`config.mk`:
```
export PLATFORM = sky130hd
export DESIGN_NAME = sag_mac
export DESIGN_NICKNAME = d
export VERILOG_FILES = /design/src/rtl/sag_pkg.sv /design/src/rtl/sag_mac.sv
export SDC_FILE = /design/constraint.sdc
export NUM_CORES = 1
export LEC_CHECK = 0
export ABC_CLOCK_PERIOD_IN_PS = 11100
export BUFFER_PORTS_ARGS = -buffer_cell sky130_fd_sc_hd__buf_4
export CORE_MARGIN = 4
export CORE_UTILIZATION = 30
export CTS_CLUSTER_SIZE = 8
export DETAILED_ROUTE_END_ITERATION = 8
export PLACE_DENSITY = 0.55
export SYNTH_ARGS = -nofsm -noshare
export SYNTH_HDL_FRONTEND = slang
export SYNTH_SLANG_ARGS = --single-unit
```
`constraint.sdc`:
```
create_clock -name clk -period 11.1 [get_ports clk]
set_input_delay 2.22 -clock clk [delete_from_list [all_inputs] [get_ports clk]]
set_output_delay 2.22 -clock clk [all_outputs]
set_load 0.01 [all_outputs]
```
`src/rtl/sag_pkg.sv`:
```
package sag_pkg;

  localparam int unsigned DEF_MAX_DIMS  = 4;
  localparam int unsigned DEF_ADDR_BITS = 32;
  localparam int unsigned HW_DIMS       = 4;
  localparam int unsigned IDX_W         = 32;
  localparam int unsigned SIZE_W        = 16;
  localparam int unsigned STRIDE_W      = 32;
  localparam int unsigned CFG_W         = 32;
  localparam int unsigned CFG_IDX_W     = 3;

  typedef enum logic [CFG_IDX_W-1:0] {
    REG_BASE_OFFSET = 3'd0,
    REG_SIZE_DIM1   = 3'd1,
    REG_SIZE_DIM2   = 3'd2,
    REG_SIZE_DIM3   = 3'd3,
    REG_STRIDE_DIM0 = 3'd4,
    REG_STRIDE_DIM1 = 3'd5,
    REG_STRIDE_DIM2 = 3'd6,
    REG_STRIDE_DIM3 = 3'd7
  } cfg_reg_t;

  typedef struct packed {
    logic [IDX_W-1:0] element_index;
    logic             is_final;
  } in_beat_t;

  typedef struct packed {
    logic [31:0]      source_address;
    logic [IDX_W-1:0] dest_index;
    logic             final_res;
  } out_beat_t;

endpackage

```
`src/rtl/sag_mac.sv`:
```
// multiply-accumulate stage: acc += coord * stride, product registered first
module sag_mac (
  input  logic                         clk,
  input  logic                         rst_n,
  input  logic                         vld_in,
  input  logic [sag_pkg::IDX_W-1:0]    coord,
  input  logic [sag_pkg::STRIDE_W-1:0] stride,
  input  logic [sag_pkg::IDX_W-1:0]    quo_in,
  input  sag_pkg::in_beat_t            beat_in,
  input  logic [sag_pkg::STRIDE_W-1:0] acc_in,
  output logic                         vld_out,
  output logic [sag_pkg::IDX_W-1:0]    quo_out,
  output sag_pkg::in_beat_t            beat_out,
  output logic [sag_pkg::STRIDE_W-1:0] acc_out
);
  import sag_pkg::*;

  logic                vld_a_r, vld_b_r;
  logic [STRIDE_W-1:0] prod_r;
  logic [IDX_W-1:0]    quo_a_r, quo_b_r;
  in_beat_t            beat_a_r, beat_b_r;
  logic [STRIDE_W-1:0] acc_a_r, acc_b_r;
  logic [63:0]         prod_full;

  assign prod_full = 64'(coord) * 64'(stride);

  always_ff @(posedge clk) begin
    if (!rst_n) begin
      vld_a_r <= 1'b0;
      vld_b_r <= 1'b0;
    end else begin
      vld_a_r <= vld_in;
      vld_b_r <= vld_a_r;
    end
    prod_r   <= prod_full[STRIDE_W-1:0];
    quo_a_r  <= quo_in;
    beat_a_r <= beat_in;
    acc_a_r  <= acc_in;
    quo_b_r  <= quo_a_r;
    beat_b_r <= beat_a_r;
    acc_b_r  <= acc_a_r + prod_r;
  end

  assign vld_out  = vld_b_r;
  assign quo_out  = quo_b_r;
  assign beat_out = beat_b_r;
  assign acc_out  = acc_b_r;
endmodule

```
### Yosys cells after proc, flatten, opt, wreduce, memory -nomap -nowiden

Index checks and enable logic that the tools add are counted.

| storage, ports and cells | value |
|---|---|
| output and inout bits | 98 |
| word-level logic and storage cells | 13 |
| bits of input ports | 164 |
| register bits after elaboration | 228 |

| operators by class | value |
|---|---|
| $mul | 1 |
| add/sub/neg operators | 1 |

Operators with widths:

| operator | number |
|---|---|
| adder 32 bit | 1 |
| multiplier 32 x 32 -> 32 bit | 1 |

### Longest topological paths before layout

| logic depth | value |
|---|---|
| word-level depth | 1 |
| gate-level depth with buffers | 28 |
| gate-level depth less buffers | 25 |

### Worst setup path before layout

No wires, ideal clock.

| timing path | value |
|---|---|
| path type | input to register |
| start point | input port stride[2] in the netlist's numbering |
| end point | register prod_r[31] |
| data required time | 10.973 ns |
| stages on the path | 24 |
| library setup time | 0.127 ns |
| buffers on the path | 2 |
| data arrival time | 8.896 ns |
| path slack | 2.076 ns |
| cells stage by stage | clkbuf_1 > clkbuf_1 > nand2_1 > fa_1 > fa_1 > fa_1 > fa_1 > inv_1 > fa_1 > inv_1 > fa_1 > fa_1 > fa_1 > inv_1 > ha_1 > and3_1 > and3_1 > a221oi_1 > a31oi_1 > a21oi_1 > o21bai_1 > a2111oi_0 > o41ai_1 > xnor2_1 |

| on the way | value |
|---|---|
| cells in the longest elaborated chain, start to end | 1 |

RTL lines:

| what | RTL line | source |
|---|---|---|
| start: declaration | sag_mac.sv:7 | `input logic [sag_pkg::STRIDE_W-1:0] stride,` |
| multiplier 32 x 32 -> 32 bit | sag_mac.sv:25 | `assign prod_full = 64'(coord) * 64'(stride);` |
| named net prod_full[31] | sag_mac.sv:23 | `logic [63:0] prod_full;` |
| end signal: assignment | sag_mac.sv:35 | `prod_r <= prod_full[STRIDE_W-1:0];` |
| end: declaration | sag_mac.sv:19 | `logic [STRIDE_W-1:0] prod_r;` |

The timed path passes the listed nets, and every way through them passes these cells.
A chain may end at the register's enable or synchronous reset.

### Worst setup path in the final report

| timing path | value |
|---|---|
| start point | input port stride[5] in the netlist's numbering |
| end point | register prod_r[31] |

Same word-level chain as after synthesis.

==> impl_metrics.toml <==
[run_status]
outcome = "completed"

[floorplan]
fp.dieArea_um2 = 76820
die_y_um = 277.2
start_util_pct = 30.35
core_um2 = 71610
die_w_um = 277.2
num_io_pins = 262
rows = 98

[timing]
skew_ps = 29.87
max_freq_ghz = 0.1120
max-slew-margin-rel_pct = 44.28
period_share_pct = 80.47
setup_viol = 0
rsz0062_at_grt = "false"
drv_slew = 0
hold_viol = 0
period_needed_ps = 8932
worst_slew_pin_slew_ps = 829.9
fin_setup_tns_ps = 0
hold-worst-slack_ps = 317.1

[layout]
drive_gt1_share_pct = 12.71
area_delta_synth_final_pct = 17.11
nets = 3110

[routing]
vias_per_cell = 4.498
wl_per_cell_um = 18.20
drc = 0
drt-pass1-iter-count = 5
vias = 15010
postRouteAntennaNets = 0
initialDrtViolationCount = 652
drt_wl_total_mm = 60.73

[clock_network]
post_cts_buffers = 0
cts_tree = "yes"
cts_resized = 0
ctsHoldBuffers = 0
cts_buffers = 34
clk_pin_slew_ps = 50
cts_buffer_depth = 3
cts-root-buf = "clkbuf_16"
htree_levels = 2
clock_sinks = 228
clkLatencyLatePin_ps = 510

[hold_path]
min_from = "beat_a_r[15]"
min_to = "beat_out[15]"
hp-class = "flop to flop"
whs_path_depth = 0

[grt]
grt_overflow_total = 0
grt_pass1_wl_mm = 96.23
grt_pass1_vias = 16920
track_usage_pct = 15.93
grt_max_degree = 33
grt_antenna_before_repair = 2

[critical_path]
worst_setup_path_start_kind = "input port"
crit_path_max_fanout = 27
reg2reg_slack_ps = 7720
cp_slowest_cell = "fa_1"
arrival_ps = 9280
end_kind = "flop"
regToRegEndpoint = "acc_out[31]"
cp_common_cell = "fa_1"
max_stage_delay_ps = 560
reg2reg_from = "prod_r[5]"
worst-setup-path-type = "input port to flop"
required_ps = 11450
path_cells = "buf_4 > and2_1 > fa_1 > fa_1 > fa_1 > inv_1 > fa_1 > inv_1 > fa_1 > inv_1 > fa_1 > inv_1 > fa_1 > fa_1 > ha_1 > a21o_1 > o21bai_1 > a221oi_1 > a31oi_1 > a21oi_1 > o21bai_1 > a2111oi_0 > o41ai_1 > xnor2_1"
reg2regPathDepth = 10

[logic_synthesis]
netlist_instances = 2180
synth_flop_cell = "dfxtp_1"
ys_seq_area_share_pct = 21.00
syn_nets = 2907
synth_seq_cells = 228
syn_area_um2 = 21740
async_flop_share_pct = 0
yosysWarningCount = 0
synth.distinct_cells = 48
synth_edf_count = 0
syn_area_per_cell_um2 = 9.971

[placement]
gp_congestion = 0.8833
dp_hpwl_mm = 48.50
port_buffers = 261

[flow_run]
drv_cap = 0
layer usage:
layer,up-vias,part of all wire [%],GRT usage (%)
met5,-,0,0
met4,0,2.6,4.324
met3,96,5.2,2.285
met2,473,50,28.89
met1,7545,42,19.81
li1,6892,-,-
Yosys cell counts (all sizes together) (5+ instances only):
library cell  instances  share of area [%]
inv                 408                7.0
a31oi                 7               0.20
o21bai               12               0.41
nand2b                7               0.20
and3                  7               0.20
nor3                 11               0.25
xnor2                86                3.5
dfxtp               228                 21
nand2               275                4.7
o21a                  5               0.17
ha                  154                8.9
nand4                 5               0.14
a211oi                5               0.17
and2                274                7.9
o21ai                18               0.41
fa                  409                 38
nor2                 16               0.28
xor2                 30                1.2
a21oi                45                1.0
a21o                 31                1.1
clkbuf               95                1.6
nand3                 8               0.18
how the worst max path moves through the flow:
stage / start / end / depth (start not counted)
floorplan: stride[2] / prod_r[31] / 24
global placement: stride[5] / prod_r[31] / 23
global route: stride[5] / prod_r[31] / 23
finish: stride[5] / prod_r[31] / 24
detailed placement: stride[5] / prod_r[31] / 24
CTS: stride[5] / prod_r[31] / 24
registers in the layout, summed over array words and instances, names as in the netlist:
signal    flops
beat_out     33
prod_r       32
quo_a_r      32
vld_out       1
acc_a_r      32
acc_out      32
vld_a_r       1
beat_a_r     33
quo_out      32
worst max-delay path, delay by kind of cell:
family / cells / cell delay, ps
AO/OA/AOI/OAI: 8 / 1930
XOR/XNOR: 1 / 160
AND/OR/NAND/NOR: 1 / 210
adder cells (fa/ha/maj): 9 / 4330
buffers and inverters: 5 / 430
stage by stage:
stage               cells  util (%)  area, um^2  worst slack (ps)
finish               3336     35.55       25450              2168
global route         3336     35.55       25450              1864
CTS                  3334     35.54       25450              2178
detailed placement   3297     34.26       24530              1609
global placement     3297     34.26       24530              1732
floorplan            2180         -       21740              2076
cell families (layout without fill, tap and decap cells):
group	after synthesis	in the layout	share of synthesized area, %
fa+ha+maj	563	563	46.53
xor+xnor	116	116	4.674
flops	228	228	21.00
mux	1	1	0.04605
compound gates	154	154	4.766
other cells	0	2	0
simple gates	615	615	14.29
buf+inv	503	707	8.686
layout by cell type, fill, tap and decap left out, types with 4 or more instances in the layout:
cell type,instances
nor3_1,11
clkbuf_16,35
o21bai_1,12
inv_1,408
ha_1,154
o21a_1,5
nor2_1,16
fa_1,409
and2_1,274
nand4_1,5
a21o_1,31
a21oi_1,45
a2111oi_0,4
o21ai_1,7
xnor2_1,86
buf_4,262
dfxtp_1,228
nand2_1,275
o21ai_0,11
and3_1,7
nand2b_1,7
xor2_1,30
a31oi_1,7
a211oi_1,5
nand3_1,8
final cells by class:
| type | count | area [um^2] |
|---|---|---|
| repair buffers | 262 | 1967 |
| inverters | 408 | 1531 |
| fillers | 7279 | 46150 |
| flip-flops and latches | 228 | 4564 |
| diodes | 2 | 5.005 |
| clock inverters | 2 | 38.79 |
| multi-input cells | 1449 | 15280 |
| clock buffers | 35 | 875.8 |
| well taps | 950 | 1189 |
Power is left out: the tool's default activity adds up to more than one toggle a clock period on the data nets, which glitch-free logic cannot reach.
