## src/rtl/sag_pkg.sv

```systemverilog
package sag_pkg;

  localparam int unsigned DEF_MAX_DIMS  = 4;
  localparam int unsigned DEF_ADDR_BITS = 32;
  localparam int unsigned HW_DIMS       = 4;
  localparam int unsigned IDX_W         = 32;
  localparam int unsigned SIZE_W        = 16;
  localparam int unsigned STRIDE_W      = 32;
  localparam int unsigned CFG_W         = 32;
  localparam int unsigned CFG_IDX_W     = 3;

  typedef enum logic [CFG_IDX_W-1:0] {
    REG_BASE_OFFSET = 3'd0,
    REG_SIZE_DIM1   = 3'd1,
    REG_SIZE_DIM2   = 3'd2,
    REG_SIZE_DIM3   = 3'd3,
    REG_STRIDE_DIM0 = 3'd4,
    REG_STRIDE_DIM1 = 3'd5,
    REG_STRIDE_DIM2 = 3'd6,
    REG_STRIDE_DIM3 = 3'd7
  } cfg_reg_t;

  typedef struct packed {
    logic [IDX_W-1:0] element_index;
    logic             is_final;
  } in_beat_t;

  typedef struct packed {
    logic [31:0]      source_address;
    logic [IDX_W-1:0] dest_index;
    logic             final_res;
  } out_beat_t;

endpackage

```

## src/rtl/sag_divcell.sv

```systemverilog
// one bit of restoring division per cell: quotient bit and partial remainder
module sag_divcell (
  input  logic [sag_pkg::SIZE_W-1:0] divisor,
  input  logic [sag_pkg::SIZE_W-1:0] rem_in,
  input  logic                       dividend_bit,
  output logic [sag_pkg::SIZE_W-1:0] rem_out,
  output logic                       q_bit
);
  import sag_pkg::*;

  logic [SIZE_W:0] trial;
  logic [SIZE_W:0] diff;

  always_comb begin
    trial   = {rem_in, dividend_bit};
    diff    = trial - {1'b0, divisor};
    q_bit   = (trial >= {1'b0, divisor});
    rem_out = q_bit ? diff[SIZE_W-1:0] : trial[SIZE_W-1:0];
  end
endmodule

```

## src/rtl/sag_cell.sv

```systemverilog
// one pipeline cell: STEPS division bits of one dimension, registered
module sag_cell #(
  parameter int unsigned STEPS = 8
) (
  input  logic                         clk,
  input  logic                         rst_n,
  input  logic                         vld_in,
  input  logic [sag_pkg::SIZE_W-1:0]   divisor,
  input  logic [sag_pkg::IDX_W-1:0]    num_in,
  input  logic [sag_pkg::SIZE_W-1:0]   rem_in,
  input  logic [sag_pkg::IDX_W-1:0]    quo_in,
  input  sag_pkg::in_beat_t            beat_in,
  input  logic [sag_pkg::STRIDE_W-1:0] acc_in,
  output logic                         vld_out,
  output logic [sag_pkg::IDX_W-1:0]    num_out,
  output logic [sag_pkg::SIZE_W-1:0]   rem_out,
  output logic [sag_pkg::IDX_W-1:0]    quo_out,
  output sag_pkg::in_beat_t            beat_out,
  output logic [sag_pkg::STRIDE_W-1:0] acc_out
);
  import sag_pkg::*;

  logic [SIZE_W-1:0] r [STEPS+1];
  logic [STEPS-1:0]  q;
  logic [IDX_W-1:0]  num_shift;
  logic [IDX_W-1:0]  quo_nxt;

  assign r[0] = rem_in;

  for (genvar s = 0; s < STEPS; s++) begin : g_step
    sag_divcell u_bit (
      .divisor     (divisor),
      .rem_in      (r[s]),
      .dividend_bit(num_in[IDX_W-1-s]),
      .rem_out     (r[s+1]),
      .q_bit       (q[STEPS-1-s])
    );
  end

  always_comb begin
    num_shift = num_in << STEPS;
    quo_nxt   = {quo_in[IDX_W-STEPS-1:0], q};
  end

  logic                vld_r;
  logic [IDX_W-1:0]    num_r;
  logic [SIZE_W-1:0]   rem_r;
  logic [IDX_W-1:0]    quo_r;
  in_beat_t            beat_r;
  logic [STRIDE_W-1:0] acc_r;

  always_ff @(posedge clk) begin
    if (!rst_n) begin
      vld_r <= 1'b0;
    end else begin
      vld_r <= vld_in;
    end
    num_r  <= num_shift;
    rem_r  <= r[STEPS];
    quo_r  <= quo_nxt;
    beat_r <= beat_in;
    acc_r  <= acc_in;
  end

  assign vld_out  = vld_r;
  assign num_out  = num_r;
  assign rem_out  = rem_r;
  assign quo_out  = quo_r;
  assign beat_out = beat_r;
  assign acc_out  = acc_r;
endmodule

```

## config.mk

```make
export PLATFORM = sky130hd
export DESIGN_NAME = sag_cell
export DESIGN_NICKNAME = d
export VERILOG_FILES = /design/src/rtl/sag_pkg.sv /design/src/rtl/sag_divcell.sv /design/src/rtl/sag_cell.sv
export SDC_FILE = /design/constraint.sdc
export NUM_CORES = 1
export LEC_CHECK = 0
export BUFFER_PORTS_ARGS = -buffer_cell sky130_fd_sc_hd__buf_2
export CORE_AREA = 5 5 217 177
export CTS_BUF_LIST = sky130_fd_sc_hd__clkbuf_4 sky130_fd_sc_hd__clkbuf_8
export CTS_CLUSTER_SIZE = 40
export DETAILED_ROUTE_END_ITERATION = 7
export DIE_AREA = 0 0 222 182
export SYNTH_ARGS = -nofsm -noshare
export SYNTH_HDL_FRONTEND = slang
export SYNTH_SLANG_ARGS = --single-unit
```

## constraint.sdc

```tcl
create_clock -name clk -period 32.8 [get_ports clk]
set_input_delay 6.56 -clock clk [delete_from_list [all_inputs] [get_ports clk]]
set_output_delay 6.56 -clock clk [all_outputs]
set_load 0.01 [all_outputs]
```

Word-level counts from Yosys, hierarchy flattened
Cells that the tools add are included.
- add/sub/neg operators: 8
- multiplexer cells: 8
- magnitude comparators: 8
- operators by type and width (operator ; number):
    $ge 17x16->1 ; 8
    $mux 16 ; 8
    $sub 16x16->16 ; 8
- bits of input ports: 164
- register bits: 138
- logic and storage cells: 31

Depth between registers and ports, before layout
- depth in word-level cells: 16
- depth in mapped cells: 114

Modules after synthesis
From an unflattened synthesis, not the netlist that was laid out.
- cells, all modules: 1400
- area, all modules: 12139.1 um^2
- modules (own cells, without submodules) (module ; seq. area each (um^2) ; times used ; area each (um^2) ; cells an instance):
    sag_divcell (g_step[1].u_bit ...) ; 0.0 ; 6 ; 1164.9 ; 156
    sag_cell ; 2762.6 ; 1 ; 2832.7 ; 148
    sag_divcell (g_step[0].u_bit ...) ; 0.0 ; 2 ; 1158.6 ; 158

Worst setup path before layout
Ideal clock, no wire load.
- path type: in2reg
- from: input divisor[10] (netlist bit)
- to: register rem_r[11] (netlist: rem_out[11])
- stages: 109
- arrival: 27.853 ns
- setup slack: 4.868 ns
- data required time: 32.721 ns
- library setup time: 0.079 ns
- cells stage by stage: inv_1 ha_1 and4_1 o2111ai_1 a21o_1 a31oi_1 buf_2 clkbuf_1 mux2_2 ha_1 clkbuf_1 and3_1 o2111ai_1 o21ai_0 a41oi_1 o211ai_1 clkbuf_1 clkbuf_1 [... 73 more ...] buf_2 a21oi_1 ha_1 nor2b_1 o21ai_0 a21oi_1 o21ai_0 a21oi_1 o21ai_0 nand2b_1 a311o_1 and2_1 a211oi_1 nor3_1 a211oi_1 clkbuf_1 nand3_1 o211ai_1
- cells in the longest elaborated chain, start to end: 16
- elaborated cells between the ends (all ways): 24
- classes of those cells: 8 x add/sub; 8 x order compare; 8 x mux
- RTL lines (what ; RTL line ; text):
    from (decl) ; sag_cell.sv:8 ; input logic [sag_pkg::SIZE_W-1:0] divisor,
    $ge 17x16->1 * ; sag_divcell.sv:17 ; q_bit = (trial >= {1'b0, divisor});
    net g_step[0].u_bit.q_bit ; sag_divcell.sv:7 ; output logic q_bit
    $mux 16 * ; sag_divcell.sv:18 ; rem_out = q_bit ? diff[SIZE_W-1:0] : trial[SIZE_W-1:0];
    $ge 17x16->1 * ; sag_divcell.sv:17 ;
    net g_step[1].u_bit.q_bit ; sag_divcell.sv:7 ;
    $mux 16 * ; sag_divcell.sv:18 ;
    $sub 16x16->16 / $ge 17x16->1 (equally long branches) ; sag_divcell.sv:16, sag_divcell.sv:17 ;
    $mux 16 * ; sag_divcell.sv:18 ;
    [... 1 more ...] ; -- ;
    net g_step[3].u_bit.q_bit ; sag_divcell.sv:7 ;
    [... 2 more ...] ; -- ;
    $mux 16 * ; sag_divcell.sv:18 ;
    $sub 16x16->16 / $ge 17x16->1 (equally long branches) ; sag_divcell.sv:16, sag_divcell.sv:17 ;
    $mux 16 * ; sag_divcell.sv:18 ;
    $sub 16x16->16 / $ge 17x16->1 (equally long branches) ; sag_divcell.sv:16, sag_divcell.sv:17 ;
    $mux 16 * ; sag_divcell.sv:18 ;
    $sub 16x16->16 / $ge 17x16->1 (equally long branches) ; sag_divcell.sv:16, sag_divcell.sv:17 ;
    $mux 16 * ; sag_divcell.sv:18 ;
    net g_step[7].u_bit.rem_out (one bit) ; sag_divcell.sv:6 ; output logic [sag_pkg::SIZE_W-1:0] rem_out,
    to (signal assigned) ; sag_cell.sv:59 ; rem_r <= r[STEPS];
    to (decl) ; sag_cell.sv:47 ; logic [SIZE_W-1:0] rem_r;
Mark *: on every way through the listed nets, which the timed path passes. The rest lies on a longest branch.
A chain may end at the register's enable or synchronous reset.

Worst setup path after layout
- from: input divisor[1] (netlist bit)
- to: register rem_r[2] (netlist: rem_out[2])
- cells in the longest elaborated chain, start to end: 16
- elaborated cells between the ends (all ways): 24
- classes of those cells: 8 x add/sub; 8 x order compare; 8 x mux
- RTL lines (what ; RTL line):
    $sub 16x16->16 / $ge 17x16->1 (equally long branches) ; sag_divcell.sv:16, sag_divcell.sv:17
    $mux 16 ; sag_divcell.sv:18
    $sub 16x16->16 / $ge 17x16->1 (equally long branches) ; sag_divcell.sv:16, sag_divcell.sv:17
    $mux 16 ; sag_divcell.sv:18
    $sub 16x16->16 / $ge 17x16->1 (equally long branches) ; sag_divcell.sv:16, sag_divcell.sv:17
    $mux 16 ; sag_divcell.sv:18
    $sub 16x16->16 / $ge 17x16->1 (equally long branches) ; sag_divcell.sv:16, sag_divcell.sv:17
    $mux 16 ; sag_divcell.sv:18
    $sub 16x16->16 / $ge 17x16->1 (equally long branches) ; sag_divcell.sv:16, sag_divcell.sv:17
    $mux 16 ; sag_divcell.sv:18
    $sub 16x16->16 / $ge 17x16->1 (equally long branches) ; sag_divcell.sv:16, sag_divcell.sv:17
    $mux 16 ; sag_divcell.sv:18
    $ge 17x16->1 / $sub 16x16->16 (equally long branches) ; sag_divcell.sv:17, sag_divcell.sv:16
    $mux 16 ; sag_divcell.sv:18
    $sub 16x16->16 / $ge 17x16->1 (equally long branches) ; sag_divcell.sv:16, sag_divcell.sv:17
    $mux 16 * ; sag_divcell.sv:18
    net g_step[7].u_bit.rem_out (one bit) ; sag_divcell.sv:6
Marks and branches as above.

==> run_results.csv <==
group,metric,value,unit
run_status,status,"completed",
drt,wl,32.35,mm
floorplan,die_area,40400,sq um
timing,tns,0,ns
timing,period_minus_slack,30.71,ns
timing,slew_headroom,0.4879,
global_route,grt_usage,0.1527,
yosys,yosysWarnings,0,
global_route,antenna_found_initial,0,
drt,viasPerCell,5.000,
clocking,cts_buffer_depth,2,
cells_and_area,antennaDiodeCount,0,
critical_path,cp.required,33.14,ns
yosys,yosysTopAreaCell,"dfxtp_1",
critical_path,worstPathMaxFanout,17,
yosys,syn_area_per_cell,8.437,sq um
drt,drc,0,
yosys,synthesis.area,10620,sq um
critical_path,startpoint,"divisor[1]",
yosys,async_flop_share,0,
floorplan,start_util,0.2930,
global_route,grt_pass1_vias,9576,
floorplan,die_w,222,um
cells_and_area,final_nets,1855,
critical_path,endpoint,"rem_out[2]",
clocking,tritoncts,"yes",
critical_path,cp_common_cell,"o21ai_0",
timing,slew_viol_final,0,
yosys,synthFlopType,"dfxtp_1",
clocking,cts_root_buf,"clkbuf_8",
critical_path,path_class,"in -> reg",
floorplan,core-area,36260,sq um
clocking,hold_buffers,0,
timing,hold_viol_final,0,
global_route,grt_max_degree,32,
cells_and_area,drive_above_1_share,0.2659,
timing,rsz0062_at_grt,"false",
yosys,netlist.area_leader.share,0.2601,
critical_path,end_kind,"register",
drt,drt_iter0_markers,668,
timing,fmax,32.56,MHz
clocking,htree_levels,4,
placed_design,place_hpwl,27.19,mm
yosys,ys_top_cells_by_area,"dfxtp_1 26%, ha_1 15%, mux2_2 6.4%",
clocking,cts_sinks,138,
floorplan,rows,63,
timing,finalCritPeriodShare,0.9363,
timing,setup_viol,0,
yosys,synth_edf_count,0,
drt,via_count,10274,
yosys,synth_cell_types,76,
clocking,clkTransAtPathRegs,0.10,ns
clocking,numCtsBuffers,17,
drt,ant_nets,0,
placed_design,gp_congestion,0.9151,
critical_path,crit_arrival,31.05,ns
cells_and_area,layout_commonest_cell,"buf_2",
floorplan,die-height,182,um
drt,wl_per_cell,15.74,um
drt,drtPass1Iterations,6,
critical_path,critical_path.max_stage_delay,0.57,ns
floorplan,boundaryPins,310,
global_route,grt.overflow.total,0,
cells_and_area,area_growth,23.03,%
critical_path,start_kind,"primary input",
min_path,min_path_type,"in -> reg",
yosys,synth-seq-cells,138,
yosys,ys_seq_area_frac,0.2601,
yosys,postSynthCellCount,1259,
timing,tightestPinTransition,0.7681,ns
placed_design,io_buffer_count,293,
run,drv_cap,0,
critical_path,critPathSlowestCell,"o21ai_0",
global_route,grt_pass1_wl,50.72,mm
cells_and_area,most-common-layout-cells,"293 x buf_2, 138 x dfxtp_1, 128 x ha_1",
[critical path: cells and delay by family]
family	cells	cell delay [ns]
AO/OA/AOI/OAI	53	14.69
adder cells (fa/ha/maj)	8	2.35
buffers and inverters	12	2.12
multiplexers	2	0.84
AND/OR/NAND/NOR	24	4.42
[routing by layer]
metal / global-route usage / part of all wire
met5: 0 / 0
met3: 0.02877 / 0.061
met1: 0.2082 / 0.47
met2: 0.2536 / 0.46
met4: 0.03180 / 0.012
[stage by stage]
step / worst slack [ns] / utilization / hold WS (ns) / cell area, sq um / std cells
final: 2.090 / 0.3604 / 6.187 / 13070 / 2055
after CTS: 2.182 / 0.3598 / 6.134 / 13050 / 2052
after global placement: 2.034 / 0.3480 / 6.662 / 12620 / 2020
after detailed placement: 1.801 / 0.3480 / 6.664 / 12620 / 2020
after floorplan: 4.868 / - / 6.588 / 10650 / 1266
after global routing: 0.09604 / 0.3604 / 6.138 / 13070 / 2055
[timing repair]
action                     4_1_cts  5_1_grt
buffers inserted                 0        3
resized for setup                0        1
setup endpoints to repair        0       17
[synthesized netlist by cell type, types with 14 or more instances]
library cell,number
nand3_1,49
o21a_1,22
a21oi_1,81
inv_1,84
o21ai_0,67
mux2_2,60
xnor2_1,59
nand2b_1,14
nand2_1,103
nand4_1,15
dfxtp_1,138
nor3_1,20
nor2_1,89
a21o_1,26
a211oi_1,14
ha_1,128
xor2_1,22
nor2b_1,24
clkbuf_1,14
[sequential cells by signal, indices dropped and copies added (netlist names)]
| name | cells |
|---|---|
| quo_out | 32 |
| rem_out | 16 |
| acc_out | 32 |
| vld_out | 1 |
| num_out | 24 |
| beat_out | 33 |
[logic make-up after synthesis]
kind of cell / Yosys count / synth area share
simple gates: 379 / 0.1736
flops: 138 / 0.2601
other cells: 1 / 0.0003530
compound gates: 327 / 0.2080
buf+inv: 124 / 0.04947
mux: 73 / 0.07585
xor+xnor: 81 / 0.06678
fa+ha+maj: 136 / 0.1658
[how the worst min path moves through the flow]
| stage | from | end | slack (ns) | cells past startpoint |
|---|---|---|---|---|
| 6_report | acc_in[18] | acc_out[18] | 6.19 | 1 |
| 5_1_grt | quo_in[12] | quo_out[20] | 6.14 | 1 |
| 4_1_cts | beat_in[7] | beat_out[7] | 6.13 | 1 |
| 3_5_place_dp | beat_in[23] | beat_out[23] | 6.66 | 1 |
| 3_3_place_gp | beat_in[12] | beat_out[12] | 6.66 | 1 |
| 2_1_floorplan | acc_in[0] | acc_out[0] | 6.59 | 0 |
[layout make-up]
cell class                 instances  area [sq um]
sequential                       138          2763
multi-input combinational       1004          7367
clock inverter                    15         193.9
inverter                          86         322.8
clock buffer                      17         234.0
timing repair buffer             308          1579
tap                              487         609.3
fill                            3758         23190
Power is not shown: default switching activity piles up to over one toggle a cycle in this logic, so the estimate is an artifact.
